$ cat src/fpd_pkg.sv
`timescale 1ns / 1ps
// ---------------------------------------------------------------------------
// Framed packet deframer package
// Shared codes for the deframer: phase encodings, frame status codes and
// the framing constants.
// ---------------------------------------------------------------------------
package fpd_pkg;

  // Framing constants
  localparam logic [7:0] START_BYTE = 8'h24;
  localparam logic [7:0] TYPE_BYTE  = 8'h0A;
  localparam logic [7:0] MIN_LENGTH = 8'd2;

  // Parser phase codes
  localparam logic [1:0] PH_HUNT = 2'd0;
  localparam logic [1:0] PH_TYPE = 2'd1;
  localparam logic [1:0] PH_LEN  = 2'd2;
  localparam logic [1:0] PH_BODY = 2'd3;

  // Frame status codes
  localparam logic [2:0] ST_NONE     = 3'd0;
  localparam logic [2:0] ST_GOOD     = 3'd1;
  localparam logic [2:0] ST_BAD_TYPE = 3'd2;
  localparam logic [2:0] ST_BAD_LEN  = 3'd3;
  localparam logic [2:0] ST_BAD_SUM  = 3'd4;

  // One tagged result
  typedef struct packed {
    logic [7:0] out_byte;
    logic       in_frame;
    logic       is_payload;
    logic [2:0] frame_status;
    logic       forward;
  } result_t;

endpackage

$ cat src/fpd_in_if.sv
`timescale 1ns / 1ps
// ---------------------------------------------------------------------------
// Deframer receive channel
// Valid/ready channel that carries one received byte per request.
// ---------------------------------------------------------------------------
interface fpd_in_if;
  logic       valid;
  logic       ready;
  logic [7:0] rx_byte;

  modport source (output valid, output rx_byte, input ready);
  modport sink   (input valid, input rx_byte, output ready);
endinterface

$ cat src/fpd_out_if.sv
`timescale 1ns / 1ps
// ---------------------------------------------------------------------------
// Deframer result channel
// Valid/ready channel that carries one echoed byte and its frame tags.
// ---------------------------------------------------------------------------
interface fpd_out_if;
  logic       valid;
  logic       ready;
  logic [7:0] out_byte;
  logic       in_frame;
  logic       is_payload;
  logic [2:0] frame_status;
  logic       forward;

  modport source (output valid, output out_byte, output in_frame, output is_payload,
                  output frame_status, output forward, input ready);
  modport sink   (input valid, input out_byte, input in_frame, input is_payload,
                  input frame_status, input forward, output ready);
endinterface

$ cat src/framed_packet_deframer_unit.sv
`timescale 1ns / 1ps
// ---------------------------------------------------------------------------
// Framed packet deframer
// Start byte / type / length / additive checksum deframer with byte tagging.
// ---------------------------------------------------------------------------
// The block takes received bytes and returns each one from an output
// register, tagged with frame membership, payload flag, frame status and a
// forward mark on every second good frame. Each request is parsed in the cycle
// it is taken, by a phase register and one 8-bit running sum, and the tagged
// byte is held in a single output register; a new request is taken whenever
// that register is empty or being drained, so while the result side does not
// stall the sustained rate is one byte per cycle; a stall holds the input side.
// ---------------------------------------------------------------------------
module framed_packet_deframer_unit
  import fpd_pkg::*;
(
  input  logic         clk_i,
  input  logic         rst_ni,
  fpd_in_if.sink       rx_i,
  fpd_out_if.source    res_o
);

  logic [1:0] phase_q, phase_d;
  logic [7:0] sum_q, sum_d;
  logic [7:0] len_q, len_d;
  logic [7:0] pos_q, pos_d;
  logic       match_q, match_d;
  logic       toggle_q, toggle_d;

  logic       out_valid_q;
  result_t    out_q, res_d;

  logic       accept;
  logic [7:0] rx_b;
  logic [7:0] sum_at;

  assign rx_b     = rx_i.rx_byte;
  assign rx_i.ready = !out_valid_q || res_o.ready;
  assign accept   = rx_i.valid && rx_i.ready;
  assign sum_at   = len_q - MIN_LENGTH;

  // Parse one byte against the current phase
  always_comb begin
    phase_d  = phase_q;
    sum_d    = sum_q;
    len_d    = len_q;
    pos_d    = pos_q;
    match_d  = match_q;
    toggle_d = toggle_q;
    res_d.out_byte     = rx_b;
    res_d.in_frame     = 1'b1;
    res_d.is_payload   = 1'b0;
    res_d.frame_status = ST_NONE;
    res_d.forward      = 1'b0;
    unique case (phase_q)
      PH_HUNT: begin
        if (rx_b == START_BYTE) begin
          sum_d   = rx_b;
          pos_d   = '0;
          match_d = 1'b0;
          len_d   = '0;
          phase_d = PH_TYPE;
        end else begin
          res_d.in_frame = 1'b0;
        end
      end
      PH_TYPE: begin
        if (rx_b == TYPE_BYTE) begin
          sum_d   = sum_q + rx_b;
          phase_d = PH_LEN;
        end else begin
          res_d.frame_status = ST_BAD_TYPE;
          phase_d            = PH_HUNT;
        end
      end
      PH_LEN: begin
        if (rx_b < MIN_LENGTH) begin
          res_d.frame_status = ST_BAD_LEN;
          phase_d            = PH_HUNT;
        end else begin
          len_d   = rx_b;
          sum_d   = sum_q + rx_b;
          pos_d   = '0;
          phase_d = PH_BODY;
        end
      end
      PH_BODY: begin
        if (len_q < MIN_LENGTH) begin
          // stored length too short: drop the frame and hunt again
          res_d.frame_status = ST_BAD_LEN;
          phase_d            = PH_HUNT;
        end else if (pos_q < sum_at) begin
          res_d.is_payload = 1'b1;
          sum_d            = sum_q + rx_b;
          pos_d            = pos_q + 8'd1;
        end else if (pos_q == sum_at) begin
          match_d = (rx_b == sum_q);
          pos_d   = pos_q + 8'd1;
        end else begin
          // trailer: report the outcome and hunt again
          if (match_q) begin
            res_d.frame_status = ST_GOOD;
            res_d.forward      = toggle_q;
            toggle_d           = ~toggle_q;
          end else begin
            res_d.frame_status = ST_BAD_SUM;
          end
          phase_d = PH_HUNT;
        end
      end
      default: phase_d = PH_HUNT;
    endcase
  end

  // Advance parser state on each accepted request
  always_ff @(posedge clk_i or negedge rst_ni) begin
    if (!rst_ni) begin
      phase_q  <= PH_HUNT;
      sum_q    <= '0;
      len_q    <= '0;
      pos_q    <= '0;
      match_q  <= 1'b0;
      toggle_q <= 1'b0;
    end else if (accept) begin
      phase_q  <= phase_d;
      sum_q    <= sum_d;
      len_q    <= len_d;
      pos_q    <= pos_d;
      match_q  <= match_d;
      toggle_q <= toggle_d;
    end
  end

  // Hold the result until it is taken
  always_ff @(posedge clk_i or negedge rst_ni) begin
    if (!rst_ni) begin
      out_valid_q <= 1'b0;
    end else if (rx_i.ready) begin
      out_valid_q <= rx_i.valid;
    end
  end

  always_ff @(posedge clk_i) begin
    if (accept) begin
      out_q <= res_d;
    end
  end

  assign res_o.valid        = out_valid_q;
  assign res_o.out_byte     = out_q.out_byte;
  assign res_o.in_frame     = out_q.in_frame;
  assign res_o.is_payload   = out_q.is_payload;
  assign res_o.frame_status = out_q.frame_status;
  assign res_o.forward      = out_q.forward;

`ifndef SYNTHESIS
  // a forward mark only rides on a good frame end
  assert property (@(posedge clk_i) disable iff (!rst_ni)
    (out_valid_q && out_q.forward) |-> (out_q.frame_status == ST_GOOD))
    else $error("forward set without a good frame end");

  // payload bytes always belong to a frame
  assert property (@(posedge clk_i) disable iff (!rst_ni)
    (out_valid_q && out_q.is_payload) |-> out_q.in_frame)
    else $error("payload byte outside a frame");

  // the body is only entered with a legal length
  assert property (@(posedge clk_i) disable iff (!rst_ni)
    (phase_q == PH_BODY) |-> (len_q >= MIN_LENGTH))
    else $error("body phase with short length");

  // the good-frame toggle flips only on a good frame end
  assert property (@(posedge clk_i) disable iff (!rst_ni)
    (toggle_q != $past(toggle_q)) |->
      (out_valid_q && out_q.frame_status == ST_GOOD))
    else $error("toggle changed without a good frame");
`endif

endmodule

$ cat src/flat_wrapper.sv
// flat-port wrapper written by rule: the top's interface ports become plain ports
module framed_packet_deframer_unit_flat import fpd_pkg::*;
  (clk_i, rst_ni, rx_i_valid, rx_i_rx_byte, rx_i_ready, res_o_valid, res_o_out_byte, res_o_in_frame, res_o_is_payload, res_o_frame_status, res_o_forward, res_o_ready);
  fpd_in_if rx_i_i ();
  fpd_out_if res_o_i ();
  input  logic clk_i;
  input  logic rst_ni;
  input wire logic [$bits(rx_i_i.valid)-1:0] rx_i_valid;
  input wire logic [$bits(rx_i_i.rx_byte)-1:0] rx_i_rx_byte;
  output wire logic [$bits(rx_i_i.ready)-1:0] rx_i_ready;
  output wire logic [$bits(res_o_i.valid)-1:0] res_o_valid;
  output wire logic [$bits(res_o_i.out_byte)-1:0] res_o_out_byte;
  output wire logic [$bits(res_o_i.in_frame)-1:0] res_o_in_frame;
  output wire logic [$bits(res_o_i.is_payload)-1:0] res_o_is_payload;
  output wire logic [$bits(res_o_i.frame_status)-1:0] res_o_frame_status;
  output wire logic [$bits(res_o_i.forward)-1:0] res_o_forward;
  input wire logic [$bits(res_o_i.ready)-1:0] res_o_ready;
  assign rx_i_i.valid = rx_i_valid;
  assign rx_i_i.rx_byte = rx_i_rx_byte;
  assign rx_i_ready = rx_i_i.ready;
  assign res_o_valid = res_o_i.valid;
  assign res_o_out_byte = res_o_i.out_byte;
  assign res_o_in_frame = res_o_i.in_frame;
  assign res_o_is_payload = res_o_i.is_payload;
  assign res_o_frame_status = res_o_i.frame_status;
  assign res_o_forward = res_o_i.forward;
  assign res_o_i.ready = res_o_ready;
  framed_packet_deframer_unit u_core (.clk_i(clk_i), .rst_ni(rst_ni), .rx_i(rx_i_i), .res_o(res_o_i));
endmodule
$ cat config.mk
export PLATFORM = sky130hd
export DESIGN_NAME = framed_packet_deframer_unit_flat
export DESIGN_NICKNAME = d
export VERILOG_FILES = /design/src/fpd_pkg.sv /design/src/fpd_in_if.sv /design/src/fpd_out_if.sv /design/src/framed_packet_deframer_unit.sv /design/src/flat_wrapper.sv
export SDC_FILE = /design/constraint.sdc
export NUM_CORES = 1
export LEC_CHECK = 0
export BUFFER_PORTS_ARGS = -buffer_cell sky130_fd_sc_hd__clkbuf_2
export CORE_ASPECT_RATIO = 0.5
export CORE_MARGIN = 2
export CORE_UTILIZATION = 45
export CTS_BUF_LIST = sky130_fd_sc_hd__clkbuf_8
export DETAILED_ROUTE_END_ITERATION = 7
export SLEW_MARGIN = 20
export SYNTH_ARGS = -nofsm -noshare
export SYNTH_HDL_FRONTEND = slang
export SYNTH_SLANG_ARGS = --single-unit
$ cat constraint.sdc
create_clock -name clk_i -period 5.05 [get_ports clk_i]
set_input_delay 0.7575 -clock clk_i [delete_from_list [all_inputs] [get_ports clk_i]]
set_output_delay 0.7575 -clock clk_i [all_outputs]
set_load 0.05 [all_outputs]
==> results of run 1 <==
## per-stage QoR
stage	util (%)	setup WS, ps	hold WS [ps]	instance area [µm²]
final	52.2	1710	475	2840
after global routing	52.2	1510	520	2840
after CTS	52.2	1720	477	2840
after detailed placement	50.3	1750	460	2740
after global placement	50.3	1820	459	2740
after floorplan	-	2040	441	2530
## worst paths after layout
| check | to | slack [ps] | depth (start not counted) |
|---|---|---|---|
| min in group asynchronous | u_core.sum_q[6] | 510 | 1 |
| max | u_core.sum_q[7] | 1710 | 10 |
| max reg2reg | u_core.sum_q[7] | 1710 | 10 |
| min reg2reg | u_core.toggle_q | 470 | 1 |
| min | u_core.toggle_q | 470 | 1 |
| max in group asynchronous | u_core.pos_q[3] | 4050 | 1 |
## sequential cells by signal, summed over array words and instances, names as in the netlist, 2 cells and up
name,flops
u_core.phase_q,2
u_core.len_q,8
u_core.res_o.out_byte,8
u_core.res_o.frame_status,3
u_core.sum_q,8
u_core.pos_q,8
## logic make-up (layout without fill, tap and decap cells)
| kind of cell | count (synthesis) | after routing | synth area share (%) |
|---|---|---|---|
| simple gates | 88 | 88 | 18.5 |
| compound gates | 67 | 67 | 19.2 |
| flops | 43 | 43 | 45.3 |
| fa+ha+maj | 18 | 18 | 9.20 |
| buf+inv | 17 | 47 | 2.67 |
| xor+xnor | 10 | 10 | 3.46 |
| mux | 4 | 4 | 1.63 |
## final cells by class
cell class	count	area (µm²)
fillers	494	2600
multi-input cells	187	1320
well taps	73	91.3
clock buffers	5	68.8
clock inverters	3	37.5
flip-flops and latches	43	1150
repair buffers	28	143
inverters	11	41.3
## worst register-to-register path: stages, from the launching register on
cell	delay (ps)
dfrtp_1	410
or4_1	570
nor2_1	140
xnor2_1	130
ha_1	270
and2_1	150
a311oi_1	470
nand3_1	190
a311o_4	500
o311a_1	380
nand3_1	80
## cell usage after synthesis (all sizes together) (5+ instances only)
cell type | n | area (µm²)
xnor2 | 6 | 52.6
ha | 17 | 213
a22o | 8 | 70.1
nand2b | 9 | 56.3
edfxtp | 14 | 420
inv | 11 | 41.3
dfrtp | 29 | 726
a21oi | 9 | 45.0
o21ai | 23 | 115
o31ai | 5 | 37.5
nand2 | 19 | 73.8
nand4 | 5 | 31.3
nor3 | 7 | 35.0
nand3 | 7 | 35.0
nor2 | 18 | 67.6
nor4 | 5 | 37.5
## power groups by stage
stage	sequential, W	combinational, W	clock (W)
5_1_grt	0.000464	0.000495	0.000283
6_report	0.000455	0.000445	0.000265
2_1_floorplan	0.000474	0.000326	0
3_3_place_gp	0.000458	0.000433	0
4_1_cts	0.000455	0.000444	0.000271
3_5_place_dp	0.000463	0.000441	0
## cell usage in the layout, fill, tap and decap left out, types with 7 or more instances in the layout
| cell | instances |
|---|---|
| a21oi_1 | 9 |
| a22o_1 | 8 |
| clkbuf_2 | 27 |
| dfrtp_1 | 29 |
| edfxtp_1 | 14 |
| ha_1 | 17 |
| inv_1 | 13 |
| nand2_1 | 18 |
| nand2b_1 | 9 |
| nand3_1 | 7 |
| nor2_1 | 18 |
| nor3_1 | 7 |
| o21ai_0 | 23 |
## per-layer routing
metal | track usage [%] | part of all wire [%] | wire (µm)
met5 | 0 | 0 | 0
met4 | 4.88 | 0.70 | 39
met3 | 3.77 | 4.3 | 237
met2 | 29.7 | 43 | 2400
met1 | 29.0 | 52 | 2880
==> metrics.csv, run 1 <==
metric,value,unit
Synth Area per Inst,10.2,µm²
Tot Pwr,0.00116,W
final slew viol count,0,
crit-path cells,"or4_1, nor2_1, xnor2_1, ha_1, and2_1, a311oi_1, nand3_1, a311o_4, o311a_1, nand3_1",
Worst-path clk slew,80,ps
vias in the first global route,1941,
# Post-CTS Setup Buffers,0,
CP arrival,3580,ps
CP startpoint,u_core.len_q[6],
outcome,"finished, final reports clean",
Worst path slowest cell,or4_1,
Clock power frac,22.7,%
final cell count without fillers,350,
Final setup violation count,0,
RR Startpoint,u_core.len_q[6],
I/O pin cnt,28,
"delay-heaviest family, CP",compound AO/OA/AOI/OAI gates,
port buffer count,27,
drt wl/cell,15.9,µm
WL final,5.55,mm
Initial Util,46.4,%
H-tree depth,2,
Tot GR Track Use,19.6,%
DRC errors left,0,
pwr/cell area,410,mW/mm²
CP startpoint kind,flip-flop,
main flop type after synthesis,dfrtp_1,
DR vias/cell,5.83,
Final Wtd Congestion,0.829,
Mapped Cells,247,
die height,57.0,µm
worst min path class,flip-flop to flip-flop,
"Hold Vio Cnt, Final",0,
Pre-Repair DR Iteration Count,4,
CTS tree,yes,
die area,0.00627,mm²
share of cells above drive strength 1,15.9,%
Yosys warning count,0,
# placed instances,342,
overall die width,110,µm
final worst path period share,66.2,%
Worst VDD drop,0.220,mV
max cap viols,0,
Fmax achieved,0.299,GHz
Post-Syn Area,0.00253,mm²
"Seq/Total Area, Yosys",45.3,%
Syn Nets,277,
diode count,0,
CP endpoint kind,flip-flop,
max incr delay on CP,570,ps
"FFs w/ async S/R, synth",67.4,%
Hold Buf Count CTS,0,
initial antenna violation count,0,
sequential share of power,39.1,%
area delta synth->final,12.4,%
Core ar.,0.00544,mm²
NetSw,0.000428,W
Crit Path Max Fanout,16,
detailed placement HPWL,4.08,mm
Worst Hold Launch,u_core.toggle_q,
total CTS buffers,5,
FP Rows,19,
post-layout min period,3340,ps
Post-CTS Resized,0,
slew margin rel.,49.5,%
largest net degree at the start of global routing,30,
critical path buffer and inverter count,0,
Seq cells post-synth,43,
skew final,2.82,ps
WS Path Type,flip-flop to flip-flop,
internal power,0.000737,W
worst slew pin tran,757,ps
CTS root buf,clkbuf_8,
post-route setup TNS,0,ps
via count,2039,
Overflow after GRT,0,
switching share of power,36.7,%
Final #Nets,306,
Max Root-Sink Buffers,2,
ANT nets after route,0,
DRC violation total after the first TritonRoute iteration,103,
combinational power share,38.2,%
Critical Path Most Common Cell,nand3_1,
Post-synth EDFFs,14,
Yosys cell types,52,
RSZ-0062 raised after global routing,false,
static leakage,1.33,nW
clock latency on the worst-skew pair,290,ps
Required @ worst endpoint,5280,ps
first-pass GRT wire length,9.37,mm
Sink Count,43,
Power figures use the tool's default switching activity.
==> run 2, diff against run 1 <==
Settings changed: PLACE_DENSITY set to 0.66.
Clock period 5.05 ns to 2.9 ns, I/O delays scaled along.
==> run 2 against run 1 <==
Net effect:
- the run now ends with setup timing left
- clock power up 110%
- clock skew rose by 4.1 ps
- die area unchanged
- global-route usage up 0.66 points
- register-to-register slack got worse by 1700 ps
- clock-buffer cell count stayed put
- cell area is 8.5% higher
- via count is 4.6% higher
- setup slack lost 1700 ps
- non-clock buffer count rose by 17
- flip-flop and latch count did not move
- largest power group is now combinational logic
- highest routed layer unchanged
==> metrics.csv, run 2 (synthesis results as in run 1) <==
metric,value,unit
outcome,"complete, but fails checks",
failing checks,setup timing,
H-tree depth,2,
internal power,0.00144,W
NetSw,0.000798,W
final worst path period share,100,%
met3 Use GR,4.00,%
Clock power frac,24.7,%
I/O pin cnt,28,
largest net degree at the start of global routing,30,
CP endpoint kind,flip-flop,
via count,2132,
Core ar.,0.00544,mm²
Critical Path Most Common Cell,nand3_1,
final cell count without fillers,367,
slew margin rel.,48.5,%
vias in the first global route,2039,
switching share of power,35.7,%
Final WS setup,-14.4,ps
Final setup violation count,1,
Overflow after GRT,0,
worst hold slack,200,ps
Pre-Repair DR Iteration Count,4,
Max Root-Sink Buffers,2,
static leakage,1.45,nW
share of cells above drive strength 1,27.2,%
drt wl/cell,16.1,µm
Fmax achieved,0.343,GHz
ANT nets after route,0,
Worst path slowest cell,or4_4,
clock latency on the worst-skew pair,300,ps
die height,57.0,µm
final slew viol count,0,
crit-path cells,"or4_4, nor2_4, xnor2_2, ha_1, buf_4, nand4_1, a31o_2, nand3_1, a311o_4, o311a_1, nand3_1",
RSZ-0062 raised after global routing,true,
WL final,5.92,mm
grt met1 use,28.0,%
WS Path Type,flip-flop to flip-flop,
Sink Count,43,
initial antenna violation count,0,
"delay-heaviest family, CP",simple AND/OR/NAND/NOR gates,
Tot GR Track Use,20.2,%
area delta synth->final,22.0,%
max cap viols,0,
Worst-path clk slew,80,ps
skew final,6.90,ps
CP arrival,3140,ps
Crit Path Max Fanout,8,
DRC errors left,0,
Initial Util,46.4,%
combinational power share,40.1,%
"Hold Vio Cnt, Final",0,
DR vias/cell,5.81,
DRC violation total after the first TritonRoute iteration,111,
met2 Usage GRT,31.7,%
post-layout min period,2910,ps
Final #Nets,323,
FP Rows,19,
die area,0.00627,mm²
overall die width,110,µm
worst min path class,primary input to async pin,
diode count,0,
worst slew pin tran,773,ps
sequential share of power,35.2,%
"leading cell type in the layout, fill and taps excluded",dfrtp_1,
CTS root buf,clkbuf_8,
GR peak layer,met2,
pwr/cell area,726,mW/mm²
detailed placement HPWL,4.26,mm
Required @ worst endpoint,3130,ps
max incr delay on CP,560,ps
port buffer count,27,
total CTS buffers,5,
critical path buffer and inverter count,1,
# placed instances,354,
CP startpoint kind,flip-flop,
CTS tree,yes,
most frequent cells in the layout,"dfrtp_1 (29), clkbuf_2 (27), nand2_1 (18)",
Worst VDD drop,0.352,mV
first-pass GRT wire length,9.72,mm
Final Wtd Congestion,0.854,
-- run 2: changes by cell type in the layout (fill, tap and decap cells not counted), sizes merged --
cell	previous run	this run
bufinv	1	2
inv	13	12
buf	1	18
-- run 2: cell type report --
cell class | count | area, µm²
clock buffer | 5 | 68.8
clock inverter | 3 | 63.8
fill | 479 | 2360
inverter | 11 | 41.3
multi-input combinational | 187 | 1400
sequential | 43 | 1150
tap | 73 | 91.3
timing repair buffer | 45 | 274
-- run 2: power groups by stage --
| stage | clock network, W | registers, W | logic, W |
|---|---|---|---|
| floorplan | 0 | 0.000826 | 0.000574 |
| global placement | 0 | 0.000792 | 0.000789 |
| detailed placement | 0 | 0.000797 | 0.000818 |
| CTS | 0.000558 | 0.000786 | 0.000873 |
| global route | 0.000580 | 0.000799 | 0.000988 |
| finish | 0.000552 | 0.000788 | 0.000898 |
-- run 2: worst reg2reg max path: cells and delay by family, from the launching register on --
family	cells	cell delay [ps]
flops	1	380
xor+xnor	1	110
fa+ha+maj	1	260
simple gates	5	990
compound gates	3	950
buf+inv	1	150
-- run 2: worst paths after layout --
kind                                       from            endpoint  slack, ps  cells after the start
min in group clk_i                   rx_i_valid  u_core.res_o.valid        340                      2
worst max register to register  u_core.len_q[6]     u_core.sum_q[7]        -10                     11
worst max-delay path            u_core.len_q[6]     u_core.sum_q[7]        -10                     11
worst min-delay path                     rst_ni     u_core.sum_q[6]        200                      1
worst min register to register  u_core.toggle_q     u_core.toggle_q        480                      1
max in group asynchronous                rst_ni     u_core.sum_q[0]       2220                      1
-- run 2: what timing repair did --
action	CTS	global route
setup buffers	3	2
gates resized for setup	20	14
pin swaps	16	11
endpoints found under the setup margin	15	18
cloned	0	0
hold buffers	0	0
-- run 2: through the flow --
step | total power [W] | instance area (µm²) | setup TNS [ps] | setup WS (ps) | utilization (%)
3_5_place_dp | 0.00161 | 2830 | -1010 | -159 | 52.0
4_1_cts | 0.00222 | 3030 | -439 | -91.0 | 55.6
3_3_place_gp | 0.00158 | 2830 | -159 | -84.5 | 52.0
6_report | 0.00224 | 3080 | -14.4 | -14.4 | 56.7
5_1_grt | 0.00237 | 3080 | -988 | -115 | 56.7
2_1_floorplan | 0.00140 | 2530 | 0 | 10.5 | -
-- run 2: per-layer routing --
metal	vias up	wire length [µm]	part of all wire, %
met2	65	2740	46
met5	-	0	0
met4	0	149	2.5
met1	1036	2750	46
met3	16	277	4.7
li1	1015	-	-
==> run 3, diff against run 2 <==
Settings changed: ABC_AREA set to 1, BUFFER_PORTS_ARGS -buffer_cell sky130_fd_sc_hd__clkbuf_2 to -buffer_cell sky130_fd_sc_hd__buf_2.
==> run 3 against run 2 <==
Net effect:
- the flow now finishes without violations
- first-iteration DRC count fell by 28%
- synthesized cell count rose by 40%
- total power fell by 5.7%
- cell area rose by 1.0%
- register-to-register slack improved by 370 ps
- sequential share of layout area fell by 0.37 points
- clock power fell by 33%
- critical path type unchanged
- largest power group unchanged
==> metrics.csv, run 3 <==
metric,value,unit
clock latency on the worst-skew pair,290,ps
die area,0.00695,mm²
overall die width,116,µm
Yosys warning count,0,
Post-Synth Adder-Cell Area,8.25,%
post-route setup TNS,0,ps
Synth Area per Inst,8.13,µm²
Max Root-Sink Buffers,2,
area share of the largest cell type after synthesis,25.7,%
Final setup violation count,0,
slew margin rel.,53.4,%
switching share of power,42.6,%
Required @ worst endpoint,3080,ps
drt wl/cell,12.6,µm
DRC violation total after the first TritonRoute iteration,80,
worst min path class,primary input to async pin,
Placed Area,0.00303,mm²
main flop type after synthesis,dfrtp_1,
most frequent cells in the layout,"nand2_1 (104), inv_1 (42), dfrtp_1 (29)",
post-synthesis mux area share,0,%
Fmax achieved,0.392,GHz
WS Path Type,flip-flop to flip-flop,
pwr/cell area,677,mW/mm²
Mapped Cells,347,
Initial Util,46.6,%
fin area,0.00312,mm²
"Seq/Total Area, Yosys",40.6,%
Sink Count,43,
outcome,"finished, final reports clean",
I/O pin cnt,28,
Seq cells post-synth,43,
FP Rows,20,
first-pass GRT wire length,10.3,mm
final slew viol count,0,
via count,2330,
worst slew pin tran,699,ps
synth top area cells,"dfrtp_1 (26%), edfxtp_1 (15%), nand2_1 (14%)",
sequential share of power,36.5,%
skew final,9.15,ps
Worst VDD drop,0.296,mV
CP endpoint kind,flip-flop,
Tot Pwr,0.00211,W
RSZ-0062 raised after global routing,false,
max cap viols,0,
Clock power frac,17.5,%
DRC errors left,0,
# placed instances,460,
largest net degree at the start of global routing,30,
ANT nets after route,0,
Yosys top cell by area,dfrtp_1,
Post-synth EDFFs,14,
share of cells above drive strength 1,19.7,%
Core ar.,0.00606,mm²
Commonest cells post-synth,"nand2_1 (105), inv_1 (41), dfrtp_1 (29)",
NetSw,0.000898,W
most common cell in the netlist,nand2_1,
vias in the first global route,2240,
Reg2Reg Depth,14,
DR vias/cell,4.98,
CP arrival,2730,ps
Synth Area in Compound Gates,7.90,%
CP startpoint kind,flip-flop,
# Post-CTS Setup Buffers,0,
CTS tree,yes,
static leakage,1.58,nW
Post-Synth Simple-Gate Area,32.9,%
"Hold Vio Cnt, Final",0,
internal power,0.00121,W
die height,60.0,µm
final worst path period share,87.9,%
Worst-path clk slew,80,ps
Overflow after GRT,0,
Final Wtd Congestion,0.840,
initial antenna violation count,0,
Syn Nets,377,
"FFs w/ async S/R, synth",67.4,%
Pre-Repair DR Iteration Count,4,
post-synthesis xor/xnor area fraction,2.17,%
detailed placement HPWL,4.55,mm
combinational power share,45.9,%
diode count,0,
"leading cell type in the layout, fill and taps excluded",nand2_1,
post-layout min period,2550,ps
Tot GR Track Use,19.2,%
R2R setup slack,350,ps
largest family of logic cells by synthesized area,simple AND/OR/NAND/NOR gates,
total CTS buffers,5,
Post-Syn Area,0.00282,mm²
Final #Nets,409,
WL final,5.91,mm
Yosys cell types,33,
port buffer count,27,
CTS root buf,clkbuf_8,
Crit Path Max Fanout,16,
final cell count without fillers,468,
area delta synth->final,10.5,%
H-tree depth,2,
==> run 3: path summary, 6_finish.rpt <==
| path | start | endpoint |
|---|---|---|
| min in group clk_i | rx_i_rx_byte[5] | u_core.res_o.out_byte[5] |
| hold / removal | rst_ni | u_core.sum_q[6] |
| setup reg to reg | u_core.len_q[1] | u_core.pos_q[5] |
| hold reg to reg | u_core.sum_q[6] | u_core.sum_q[6] |
| max in group asynchronous | rst_ni | u_core.phase_q[1] |
| setup / recovery | u_core.len_q[1] | u_core.pos_q[5] |
==> run 3: final cells by class <==
type	count	area, µm²
repair buffers	28	143
multi-input cells	253	1450
inverters	48	185
clock buffers	5	68.8
well taps	88	110
clock inverters	3	16.3
fillers	600	2940
flip-flops and latches	43	1150
==> run 3: cells by family (layout without fill, tap and decap cells) <==
logic type / Yosys count / in the layout
simple gates: 194 / 194
buf+inv: 51 / 84
flops: 43 / 43
compound gates: 34 / 34
fa+ha+maj: 18 / 18
xor+xnor: 7 / 7
==> run 3: what timing repair did <==
item,in CTS,in global routing
setup endpoints to repair,0,4
resized for setup,0,1
endpoints found under the hold margin,0,0
hold buffers,0,0
==> run 3: routing by layer <==
layer	GRT usage [%]	wire, µm
met1	25.0	2810
met2	33.4	2880
met3	3.55	161
met4	5.10	51
met5	0	0
==> run 3: metrics by stage <==
step                util [%]  hold WS, ps  worst slack, ps
floorplan                  -          139              541
global placement        50.0          468              407
detailed placement      50.0          474              298
CTS                     51.4          203              278
global route            51.4          223             45.1
finish                  51.4          176              351
==> run 3: power groups by stage <==
stage | Combinational (W) | Sequential [W] | Clock (W)
after floorplan | 0.000734 | 0.000836 | 0
after global placement | 0.000942 | 0.000780 | 0
after detailed placement | 0.000966 | 0.000783 | 0
after CTS | 0.000972 | 0.000771 | 0.000381
after global routing | 0.00110 | 0.000780 | 0.000411
final | 0.000970 | 0.000771 | 0.000370
==> run 3: critical path, stage by stage, from the launching register on <==
cell	delay, ps
dfrtp_1	380
inv_1	110
ha_1	190
nand2_1	90
nor3_1	180
xor2_1	160
inv_1	50
ha_1	280
a21o_1	160
nor2_1	130
nand2_1	150
nand2_2	140
nand3_4	210
nand2_1	160
o21ai_2	60
